[src/sv/mssw_pkg.sv]
// ----------------------------------------------------------------------------
// mssw_pkg: shared types and constants of the multi-slot stopwatch timer
// Item codes, unit codes, the queued command record and queue status.
// ----------------------------------------------------------------------------
package mssw_pkg;

    localparam int COUNT_W     = 48;
    localparam int ACTION_W    = 2;
    localparam int SLOT_W      = 8;
    localparam int UNIT_W      = 2;
    localparam int DIV_W       = 20;
    localparam int QUEUE_DEPTH = 4;

    typedef logic [ACTION_W-1:0] t_action;
    typedef logic [UNIT_W-1:0]   t_unit;

    localparam t_action ACT_TICK    = 2'd0;
    localparam t_action ACT_START   = 2'd1;
    localparam t_action ACT_READ    = 2'd2;
    localparam t_action ACT_RESTART = 2'd3;

    // codes two and three both select seconds
    localparam t_unit UNIT_US = 2'd0;
    localparam t_unit UNIT_MS = 2'd1;

    localparam logic [DIV_W-1:0] US_PER_MS = 20'd1000;
    localparam logic [DIV_W-1:0] US_PER_S  = 20'd1000000;

    // scaling by reciprocal: q = (x * ceil(2^k / d)) >> k, exact for any
    // 48-bit x; the product is built from 24-bit limbs of x
    localparam int RECIP_W  = 49;
    localparam int LIMB_W   = 24;
    localparam int PROD_W   = COUNT_W + RECIP_W;
    localparam int SHIFT_MS = 58;
    localparam int SHIFT_S  = 68;
    localparam logic [RECIP_W-1:0] RECIP_MS = 49'd288230376151712;
    localparam logic [RECIP_W-1:0] RECIP_S  = 49'd295147905179353;

    // table command with the count snapshot taken when the item was accepted
    typedef struct packed {
        t_action              action;
        logic [SLOT_W-1:0]    slot;
        t_unit                unit;
        logic [COUNT_W-1:0]   stamp;
    } t_cmd;

    typedef struct packed {
        logic full;
        logic empty;
    } t_q_stat;

endpackage

[src/sv/mssw_queue.sv]
// ----------------------------------------------------------------------------
// mssw_queue: short command queue between front and back
// Register-based FIFO of table commands.
// ----------------------------------------------------------------------------
module mssw_queue (
    input  logic              i_clk,
    input  logic              i_rst_n,
    input  logic              i_push,
    input  mssw_pkg::t_cmd    i_cmd,
    input  logic              i_pop,
    output mssw_pkg::t_cmd    o_cmd,
    output mssw_pkg::t_q_stat o_stat
);
    import mssw_pkg::*;

    localparam int PTR_W = $clog2(QUEUE_DEPTH);

    t_cmd             r_mem [QUEUE_DEPTH];
    logic [PTR_W-1:0] r_wr_ptr;
    logic [PTR_W-1:0] r_rd_ptr;
    logic [PTR_W:0]   r_fill;

    assign o_stat.full  = (r_fill == (PTR_W+1)'(QUEUE_DEPTH));
    assign o_stat.empty = (r_fill == '0);
    assign o_cmd        = r_mem[r_rd_ptr];

    // store pushed entries
    always_ff @(posedge i_clk) begin
        if (i_push) begin
            r_mem[r_wr_ptr] <= i_cmd;
        end
    end

    // advance pointers and fill level
    always_ff @(posedge i_clk) begin
        if (!i_rst_n) begin
            r_wr_ptr <= '0;
            r_rd_ptr <= '0;
            r_fill   <= '0;
        end else begin
            if (i_push) begin
                r_wr_ptr <= PTR_W'(r_wr_ptr + 1'b1);
            end
            if (i_pop) begin
                r_rd_ptr <= PTR_W'(r_rd_ptr + 1'b1);
            end
            case ({i_push, i_pop})
                2'b10:   r_fill <= (PTR_W+1)'(r_fill + 1'b1);
                2'b01:   r_fill <= (PTR_W+1)'(r_fill - 1'b1);
                default: r_fill <= r_fill;
            endcase
        end
    end

endmodule

[config.mk]
export PLATFORM = sky130hd
export DESIGN_NAME = mssw_queue
export DESIGN_NICKNAME = d
export VERILOG_FILES = /design/src/sv/mssw_pkg.sv /design/src/sv/mssw_queue.sv
export SDC_FILE = /design/constraint.sdc
export NUM_CORES = 1
export LEC_CHECK = 0
export ABC_CLOCK_PERIOD_IN_PS = 3600
export BUFFER_PORTS_ARGS = -buffer_cell sky130_fd_sc_hd__buf_2
export CAP_MARGIN = 20
export CORE_MARGIN = 3
export CORE_UTILIZATION = 33
export DETAILED_ROUTE_END_ITERATION = 16
export SYNTH_ARGS = -nofsm -noshare
export SYNTH_HDL_FRONTEND = slang
export SYNTH_SLANG_ARGS = --single-unit
[constraint.sdc]
create_clock -name i_clk -period 3.6 [get_ports i_clk]
set_input_delay 1.08 -clock i_clk [delete_from_list [all_inputs] [get_ports i_clk]]
set_output_delay 1.08 -clock i_clk [all_outputs]
set_load 0.02 [all_outputs]
; Word level (Yosys, flattened, before mapping)
; Memory sizes are Yosys's and may differ from the RTL's. A register that Yosys moved wholly into a read port is not among the register bits.
; Cells that the tools add are included.
; Widths: inputs -> output; s select.
[totals]
n_memories = 1
ff_bits = 7
in_bits = 64
out_inout_bits = 62
wordCells = 18
mem_bits_rw = 240
[mem_list]
columns = name, depth, width, read_ports, rd_ports_with_merged_regs, wr, line_no
row1 = r_mem, 4, 60, 1, 1, 1, mssw_queue.sv:18  ; t_cmd r_mem [QUEUE_DEPTH];
[op_classes]
add_sub_neg = 4
n_eq_ne = 3
reduce_logical = 2
muxes = 5
[ops]
columns = op, count
row1 = $pmux 3 s2, 1
row2 = $add 2x1->2 const B, 2
row3 = $mux 2, 2
row4 = $add 3x1->3 const B, 1
row5 = $eq 3x3->1 const B, 1
row6 = $logic_not 3->1, 1
row7 = $sub 3x1->3 const B, 1
row8 = $eq 2x1->1 const B, 1
row9 = $eq 2x2->1 const B, 1
row10 = $mux 1, 2
row11 = $reduce_bool 2->1, 1

; Logic depth before layout (Yosys ltp)
[logic_depth]
word_depth = 3
ltp_mapped = 7
depth_no_buf = 7

; Worst setup path before layout
; Ideal clock, no wire load.
[synth_path]
path_type = input to register
startpoint = in i_push
endpoint = mem r_mem[0][0] (netlist bit) (enable)
t_required_ns = 3.176
path_slack_ns = 0.679
path_buffers = 0
t_arrival_ns = 2.497
setup_ns = 0.424
stages = 1
cell_sequence = and2_1
[synth_between]
elab_chain_cells = 2
[synth_rtl]
columns = item, line_no
row1 = start: declaration, mssw_queue.sv:8  ; input logic i_push,
row2 = $mux 1, mssw_queue.sv:29  ; if (i_push) begin
row3 = $mux 1 (not written as such), mssw_queue.sv:30  ; r_mem[r_wr_ptr] <= i_cmd;
row4 = end: declaration, mssw_queue.sv:18
; No other way between the ends.

==> out/metrics.cfg <==
[clocking]
cts-root-buf = clkbuf_16
ctsResizeCount = 0
tritoncts = built
postCtsHoldBufs = 0
cts_inserted_buffers = 26
postCtsSetupRepairBufs = 0
cts_sinks = 249
path_clk_slew_ps = 60
htreeDepth = 1
clock_latency_ps = 510
clk_path_buf_depth = 3

[layout]
syn2layout_area_growth_pct = 20.1
multi_input_area_um2 = 1610
layout.nets = 575
drive_above_1_share = 0.440
regArea_um2 = 7390
layout_commonest_cell = edfxtp_1
final_cells = 895
diodes = 0
nFillCells = 2385
final_cell_mix = edfxtp_1, buf_2, mux4_2

[route]
routed_via_density = 4.64
dr_wl_met3_um = 1040
routed.top_layer = met5
wl_met2_um = 8710
first_iter_violations = 264
dr_total_vias = 4153
drt-pass1-iter-count = 4
wirelength_um = 17600
wl_per_cell_um = 19.6
drcViolationCount = 0
m1WireLength_um = 7460
ant_nets = 0

[placement]
place.gp.congestion = 0.693
hpwl_um = 10200
placedCellCount = 849
port_buffers = 125

[synth]
synth-seq-area-share = 0.805
syn_nets = 430
synth_cells = 360
yosys-top-cells-area = edfxtp_1, mux4_2, dfxtp_1, buf_12, and2_1
synth_area_um2 = 9170
synth_top_area_frac = 0.786
syn_avg_cell_area_um2 = 25.5
synth_top_area_cell = edfxtp_1
ys_seq_elements = 249
synth_cell_types = 21
ys_warn_count = 0

[power]
total_power_mw = 6.50
comb_power_share = 0.106
power.leakage_nw = 3.67
p_int_mw = 5.04
clock_power_share = 0.375
p_seq_frac = 0.519
switchingPower_mw = 1.46
vdd_ir_drop_max_mv = 0.464
p_sw_frac = 0.225
power.density_nw_per_um2 = 590

[global_route]
grt_pass1_wl_um = 27200
grt_max_degree = 61
overflow = 0
grt_usage = 0.117
first_global_vias = 4627
antenna_found_initial = 1

[outcome]
status = completed

[critical_path]
slowest_delay_ps = 590
reg2reg_from = r_wr_ptr[0]
worstSetupPathType = reg -> out
end_kind = output port
r2r_cells = 4
cp_slowest_cell = mux4_2
crit_required_ps = 2520
cp_cell_sequence = buf_12 > mux4_2 > buf_2
worst-path-max-fanout = 60
reg2reg_slack_ps = 1860
critPathLaunchType = register
r2r_end = r_mem[0][7]
crit_arrival_ps = 2090

[die]
core-area_um2 = 27100
die_area_um2 = 29800
fp.dieH_um = 173
pin_count = 126
fp-row-count = 60
initial_utilization = 0.339
die_w_um = 173

[sta]
slew_headroom = 0.596
max_freq_mhz = 315
drv_slew = 0
tns_ps = 0
setup_violations = 0
min_period_over_period = 0.882
worst_pin_slew_ps = 605
clock_skew_ps = 5.90
hold_viol = 0
rsz0062_at_grt = false
min_period_ps = 3170

[worst_hold_path]
min_path_cells = 2
hold_end = r_fill[2]
hold_path.class = reg -> reg
holdCritStartpoint = r_fill[2]

[flow_run]
cap_violations = 0

==> logic make-up (layout without fill, tap and decap cells) <==
kind of cell,count (synthesis),count (layout),share of synthesized area
compound gates,3,3,0.00191
xor+xnor,5,5,0.00477
fa+ha+maj,6,6,0.00900
buf+inv,20,183,0.0205
flops,249,249,0.805
mux,61,61,0.148
simple gates,16,16,0.0102
==> worst max-delay path, delay by kind of cell, from the launching register on <==
family,cells,cell delay [ps]
muxes,1,590
DFF,1,350
buffers and inverters,2,600
==> worst max path at each step <==
stage / start / endpoint / slack (ps) / depth (start not counted)
after floorplan: i_push / r_mem[0][0] / 680 / 1
after global placement: register / o_cmd[33] / 920 / 3
after detailed placement: register / o_cmd[41] / 920 / 3
after CTS: register / o_cmd[41] / 350 / 3
after global routing: register / o_cmd[54] / 280 / 3
final: register / o_cmd[45] / 430 / 3
==> routing by layer <==
| layer | vias to the layer above | GRT usage |
|---|---|---|
| li1 | 1812 | - |
| met1 | 2182 | 0.154 |
| met2 | 120 | 0.195 |
| met3 | 37 | 0.0310 |
| met4 | 2 | 0.0311 |
| met5 | - | 0 |
==> power by group through the flow <==
stage          Clock (mW)  Combinational, mW  Sequential, mW
6_report             2.44              0.691            3.37
5_1_grt              2.66              0.749            3.38
4_1_cts              2.53              0.714            3.38
3_5_place_dp            0              0.712            3.44
3_3_place_gp            0              0.697            3.43
2_1_floorplan           0              0.479            3.41
==> stage by stage <==
step,hold WS (ps),util,worst slack [ps],cell area [um2]
2_1_floorplan,473,-,679,9170
3_3_place_gp,486,0.378,915,10200
3_5_place_dp,516,0.378,918,10200
4_1_cts,530,0.407,352,11000
5_1_grt,560,0.407,284,11000
6_report,535,0.407,425,11000
==> synth_stat cells, drive strengths merged <==
cell and n:
a21boi 1, and2 10, and3 1, buf 14, dfxtp 9, edfxtp 240, fa 1, ha 5
inv 6, mux2i 1, mux4 60, nand2 2, nor2b 1, nor3 1, o21ai 2, or3 1
xnor2 2, xor2 3
==> registers in the layout, summed over array words and instances (netlist names), named ones only <==
| register | cells |
|---|---|
| r_fill | 3 |
| r_rd_ptr | 2 |
| r_mem | 240 |
| r_wr_ptr | 2 |
==> area by class of cell <==
| cell class | instances | share of cell area |
|---|---|---|
| Clock buffer | 41 | 0.0688 |
| Clock inverter | 5 | 0.00204 |
| Inverter | 6 | 0.00204 |
| Multi-Input combinational cell | 91 | 0.146 |
| Sequential cell | 249 | 0.671 |
| Tap cell | 372 | 0.0422 |
| Timing Repair Buffer | 131 | 0.0677 |
No activity file was read; power rests on OpenSTA's default activity.
