## src/sv/mssw_pkg.sv

```systemverilog
// ----------------------------------------------------------------------------
// mssw_pkg: shared types and constants of the multi-slot stopwatch timer
// Item codes, unit codes, the queued command record and queue status.
// ----------------------------------------------------------------------------
package mssw_pkg;

    localparam int COUNT_W     = 48;
    localparam int ACTION_W    = 2;
    localparam int SLOT_W      = 8;
    localparam int UNIT_W      = 2;
    localparam int DIV_W       = 20;
    localparam int QUEUE_DEPTH = 4;

    typedef logic [ACTION_W-1:0] t_action;
    typedef logic [UNIT_W-1:0]   t_unit;

    localparam t_action ACT_TICK    = 2'd0;
    localparam t_action ACT_START   = 2'd1;
    localparam t_action ACT_READ    = 2'd2;
    localparam t_action ACT_RESTART = 2'd3;

    // codes two and three both select seconds
    localparam t_unit UNIT_US = 2'd0;
    localparam t_unit UNIT_MS = 2'd1;

    localparam logic [DIV_W-1:0] US_PER_MS = 20'd1000;
    localparam logic [DIV_W-1:0] US_PER_S  = 20'd1000000;

    // scaling by reciprocal: q = (x * ceil(2^k / d)) >> k, exact for any
    // 48-bit x; the product is built from 24-bit limbs of x
    localparam int RECIP_W  = 49;
    localparam int LIMB_W   = 24;
    localparam int PROD_W   = COUNT_W + RECIP_W;
    localparam int SHIFT_MS = 58;
    localparam int SHIFT_S  = 68;
    localparam logic [RECIP_W-1:0] RECIP_MS = 49'd288230376151712;
    localparam logic [RECIP_W-1:0] RECIP_S  = 49'd295147905179353;

    // table command with the count snapshot taken when the item was accepted
    typedef struct packed {
        t_action              action;
        logic [SLOT_W-1:0]    slot;
        t_unit                unit;
        logic [COUNT_W-1:0]   stamp;
    } t_cmd;

    typedef struct packed {
        logic full;
        logic empty;
    } t_q_stat;

endpackage

```

## src/sv/mssw_front.sv

```systemverilog
// ----------------------------------------------------------------------------
// mssw_front: input side of the stopwatch timer
// Keeps the free-running count, absorbs tick items and forwards table items.
// ----------------------------------------------------------------------------
module mssw_front #(
    parameter int LOW_COUNT_BITS = 16
) (
    input  logic                      i_clk,
    input  logic                      i_rst_n,
    input  logic                      i_valid,
    output logic                      o_ready,
    input  mssw_pkg::t_action         i_action,
    input  logic [mssw_pkg::SLOT_W-1:0] i_slot,
    input  mssw_pkg::t_unit           i_unit,
    input  mssw_pkg::t_q_stat         i_q_stat,
    output logic                      o_push,
    output mssw_pkg::t_cmd            o_cmd
);
    import mssw_pkg::*;

    localparam int HIGH_W = COUNT_W - LOW_COUNT_BITS;

    logic [LOW_COUNT_BITS-1:0] r_low;
    logic [LOW_COUNT_BITS-1:0] n_low;
    logic [HIGH_W-1:0]         r_high;
    logic [HIGH_W-1:0]         n_high;
    logic                      tick;

    // ticks never wait; table items wait for queue space
    assign o_ready = (i_action == ACT_TICK) || !i_q_stat.full;
    assign tick    = i_valid && o_ready && (i_action == ACT_TICK);
    assign o_push  = i_valid && o_ready && (i_action != ACT_TICK);

    // advance the low field, carry into the overflow count on wrap
    always_comb begin
        n_low  = r_low;
        n_high = r_high;
        if (tick) begin
            n_low = LOW_COUNT_BITS'(r_low + 1'b1);
            if (&r_low) begin
                n_high = HIGH_W'(r_high + 1'b1);
            end
        end
    end

    always_ff @(posedge i_clk) begin
        if (!i_rst_n) begin
            r_low  <= '0;
            r_high <= '0;
        end else begin
            r_low  <= n_low;
            r_high <= n_high;
        end
    end

    // attach the current count to the item
    always_comb begin
        o_cmd.action = i_action;
        o_cmd.slot   = i_slot;
        o_cmd.unit   = i_unit;
        o_cmd.stamp  = {r_high, r_low};
    end

endmodule

```

## config.mk

```make
export PLATFORM = sky130hd
export DESIGN_NAME = mssw_front
export DESIGN_NICKNAME = d
export VERILOG_FILES = /design/src/sv/mssw_pkg.sv /design/src/sv/mssw_front.sv
export SDC_FILE = /design/constraint.sdc
export NUM_CORES = 1
export LEC_CHECK = 0
export BUFFER_PORTS_ARGS = -buffer_cell sky130_fd_sc_hd__clkbuf_2
export CORE_UTILIZATION = 40
export DETAILED_ROUTE_END_ITERATION = 10
export PLACE_DENSITY_LB_ADDON = 0.12
export SLEW_MARGIN = 10
export SYNTH_ARGS = -nofsm -noshare
export SYNTH_HDL_FRONTEND = slang
export SYNTH_SLANG_ARGS = --single-unit
```

## constraint.sdc

```tcl
create_clock -name i_clk -period 2.85 [get_ports i_clk]
set_input_delay 0.57 -clock i_clk [delete_from_list [all_inputs] [get_ports i_clk]]
set_output_delay 0.57 -clock i_clk [all_outputs]
set_load 0.03 [all_outputs]
```

=== After elaboration in Yosys (flattened, before gate mapping) ===
Cells that the tools add are included.

* Input port bits: 17
* Logic and storage cells: 12
* Output and inout bits: 62
* Register bits: 48

* Reductions and logical operators: 8
* Add/subtract/negate cells: 2

{| class="wikitable"
|+ Operators by type and width
! operator !! number
|-
| adder 32 x 1 -> 32 bit, second input constant || 1
|-
| AND reduction 17 bit || 1
|-
| adder 16 x 1 -> 16 bit, second input constant || 1
|-
| logical AND 1 bit || 3
|-
| logical NOT 2 bit || 1
|-
| nonzero test 2 bit || 1
|-
| logical NOT 1 bit || 1
|-
| logical OR 1 bit || 1
|}

=== Depth between registers and ports, before layout ===
* Depth in word-level cells: 5
* Mapped depth: 8

=== Least setup slack after synthesis ===
Ideal clock, no wire load.

* Kind: register to register
* From: register r_low[0]
* To: register r_high[20]
* Slack: 343 ps
* Buffers on the path: 1
* Data required time: 2780 ps
* Arrival time: 2436 ps
* Cell stages (with the launch flop): 8
* Cells stage by stage: dfxtp_1 ha_1 and4bb_1 nand4_4 or4_4 buf_6 or4_1 a21oi_1

* Longest elaborated chain between the ends: 1

{| class="wikitable"
|+ RTL lines
! element !! line !! RTL
|-
| start, declared || mssw_front.sv:23 || <nowiki>logic [LOW_COUNT_BITS-1:0] r_low;</nowiki>
|-
| start signal, assigned || mssw_front.sv:51 || <nowiki>r_low <= n_low;</nowiki>
|-
| AND reduction 17 bit (no line) || - ||
|-
| end signal, assigned || mssw_front.sv:52 || <nowiki>r_high <= n_high;</nowiki>
|-
| end, declared || mssw_front.sv:25 || <nowiki>logic [HIGH_W-1:0] r_high;</nowiki>
|}

Every way passes these cells.
A chain may end at the register's enable or synchronous reset.

=== Worst setup path in the final report ===
* From: register r_low[0]
* To: register r_high[25]

The elaborated chain is that of the path after synthesis.

==> flow_metrics.py <==
metrics = {
    "status": {
        "status": "finished clean",
    },
    "synth": {
        "yosys_most_used_dff": "dfxtp_1",
        "yosys.area.top_type": "dfxtp_1",
        "syn_nets": 302,
        "synth_top_area_share_pct": 40.5,
        "synth_edf_count": 0,
        "postSynthCellCount": 283,
        "netlist_top_cells_count": "dfxtp_1, nor2_1, nand2_1, nand3_1, xnor2_1",
        "ys_ff_latch": 48,
        "ys_seq_area_share_pct": 40.5,
        "ys.warnings.count": 0,
        "synth-async-reset-ratio_pct": 0,
        "synth.area.top_cells": "dfxtp_1, xnor2_1, nor2_1, nand3_1, buf_4",
        "syn_area_per_cell_sq_um": 8.38,
        "synth_cell_type_count": 34,
        "syn_area_sq_um": 2370,
        "yosysMostFrequentCell": "dfxtp_1",
    },
    "clock_network": {
        "postCtsSetupBuffers": 0,
        "cts.sink_count": 48,
        "cts_max_level": 2,
        "cts_root_buf": "clkbuf_8",
        "ctsResizeCount": 0,
        "clk_path_buf_depth": 2,
        "clk_latency_ps": 300,
        "cts_hold_buf": 0,
        "clk_pin_slew_ps": 90,
        "cts_buffers": 5,
        "cts_tree": "yes",
    },
    "hold_path": {
        "min_path_type": "reg -> reg",
    },
    "grt": {
        "grt-ovfl-total": 0,
        "antenna_found_initial": 0,
        "grt_max_degree": 44,
        "grt_pass1_wl_microns": 8490,
        "grt_usage_pct": 17.1,
        "grt_pass1_vias": 1839,
    },
    "routing": {
        "vias_per_cell": 5.23,
        "routedWlPerCell_microns": 12.5,
        "antenna_left": 0,
        "dr.pass1.iters": 4,
        "routed_wirelength_microns": 5020,
        "drc": 0,
        "vias": 2093,
        "initialDrtViolationCount": 82,
    },
    "timing": {
        "fin_worst_skew_ps": 7.60,
        "max_freq_mhz": 411,
        "timing.final.hold_violations": 0,
        "report.final.slew_viol_count": 0,
        "period_minus_slack_ps": 2430,
        "setup_ws_ps": 417,
        "slew-limit-headroom_pct": 68.9,
        "finalSetupTns_ps": 0,
        "period_share_pct": 85.4,
        "setup_viol": 0,
        "rsz0062_at_grt": "false",
        "worstMarginPinSlew_ps": 467,
    },
    "die": {
        "start_util_pct": 42.3,
        "dieHeight_microns": 79.0,
        "rows": 27,
        "die_area_sq_um": 6240,
        "coreArea_sq_um": 5610,
        "io_pins": 79,
        "die_x_microns": 79.0,
    },
    "power": {
        "powerDensity_nw_per_um2": 463,
        "max-vdd-ir-drop_mv": 0.199,
        "p_leak_nw": 1.04,
        "p_total_mw": 1.28,
    },
    "final_layout": {
        "antenna_cells": 0,
        "syn_to_final_growth_pct": 16.8,
        "nets": 347,
        "drive_gt1_share_pct": 22.0,
    },
    "place": {
        "port_buffers": 57,
        "place_ws_ps": 211,
        "hpwl_microns": 3520,
        "place_congestion": 0.760,
    },
    "setup_path": {
        "crit_type": "reg -> reg",
        "crit_required_ps": 3080,
        "rrSetupSlack_ps": 420,
        "end_kind": "flip-flop",
        "critPathArrivalTime_ps": 2670,
        "start_kind": "flip-flop",
        "cp_max_fo": 9,
    },
    "run": {
        "cap_violations": 0,
    },
}
## critical path, cell delays in order, from the launching register on
cell      delay (ps)
dfxtp_1          390
ha_1             180
and4bb_1         290
nand4_4          160
or4_1            590
buf_4            200
or4_1            400
a21oi_1          150
## registers in the layout, summed over array words and instances, names as in the netlist
signal  count
r_high     32
r_low      16
## cells in the final DEF, fill, tap and decap left out, types with 7 or more instances in the layout
master and instances:
clkbuf_2 57, dfxtp_1 48, nor2_1 32, nand2_1 23
xnor2_1 19, nand3_1 19, a21oi_1 17, o21ai_0 9
or4_1 9, nor3_1 8, inv_1 8, o31ai_1 8
and4_1 7, nor4_1 7, xor2_1 7, or3_1 7
## routing by layer
metal  GRT usage [%]  share of wire (%)  vias up
met3            4.60                4.8        5
li1                -                  -     1083
met4            5.82               0.96        0
met1            22.3                 49      965
met5               0                  0        -
met2            27.1                 45       40
## metrics by stage
stage	cell area, sq um	cells	util (%)	hold WS, ps
CTS	2770	400	49.4	505
detailed placement	2640	393	47.1	492
floorplan	2370	283	-	599
global route	2770	400	49.4	525
finish	2770	400	49.4	499
global placement	2640	393	47.1	477
## where the power goes
| group | internal (mW) | leakage (nW) | total (mW) | switching (mW) |
|---|---|---|---|---|
| clock network | 0.345 | 0.0642 | 0.572 | 0.226 |
| registers | 0.671 | 0.387 | 0.672 | 0.00112 |
| logic | 0.0113 | 0.584 | 0.0390 | 0.0277 |
## cell type report
cell class / count / area [sq um]
repair buffers: 62 / 323
well taps: 72 / 90.1
clock buffers: 5 / 68.8
multi-input cells: 202 / 1230
clock inverters: 2 / 60.1
inverters: 9 / 33.8
fillers: 589 / 2840
flip-flops and latches: 48 / 961
## cells by family (layout without fill, tap and decap cells)
group | count (synthesis) | in the layout | synth area share, %
AND/OR/NAND/NOR | 134 | 134 | 30.9
flip-flops | 48 | 48 | 40.5
AO/OA/AOI/OAI | 36 | 36 | 8.76
buffers and inverters | 33 | 78 | 7.49
XOR/XNOR | 26 | 26 | 9.60
multiplexers | 4 | 4 | 1.69
adder cells (fa/ha/maj) | 2 | 2 | 1.05
## path summary, 6_finish.rpt
check                                        startpoint                 endpoint  cells after the start
worst min-delay path            r_high[19]$_SDFFE_PN0P_  r_high[19]$_SDFFE_PN0P_                      2
worst max-delay path              r_low[0]$_SDFFE_PN0P_  r_high[25]$_SDFFE_PN0P_                      7
worst min register to register  r_high[19]$_SDFFE_PN0P_  r_high[19]$_SDFFE_PN0P_                      2
worst max register to register    r_low[0]$_SDFFE_PN0P_  r_high[25]$_SDFFE_PN0P_                      7
(Power assumes the default switching activity.)
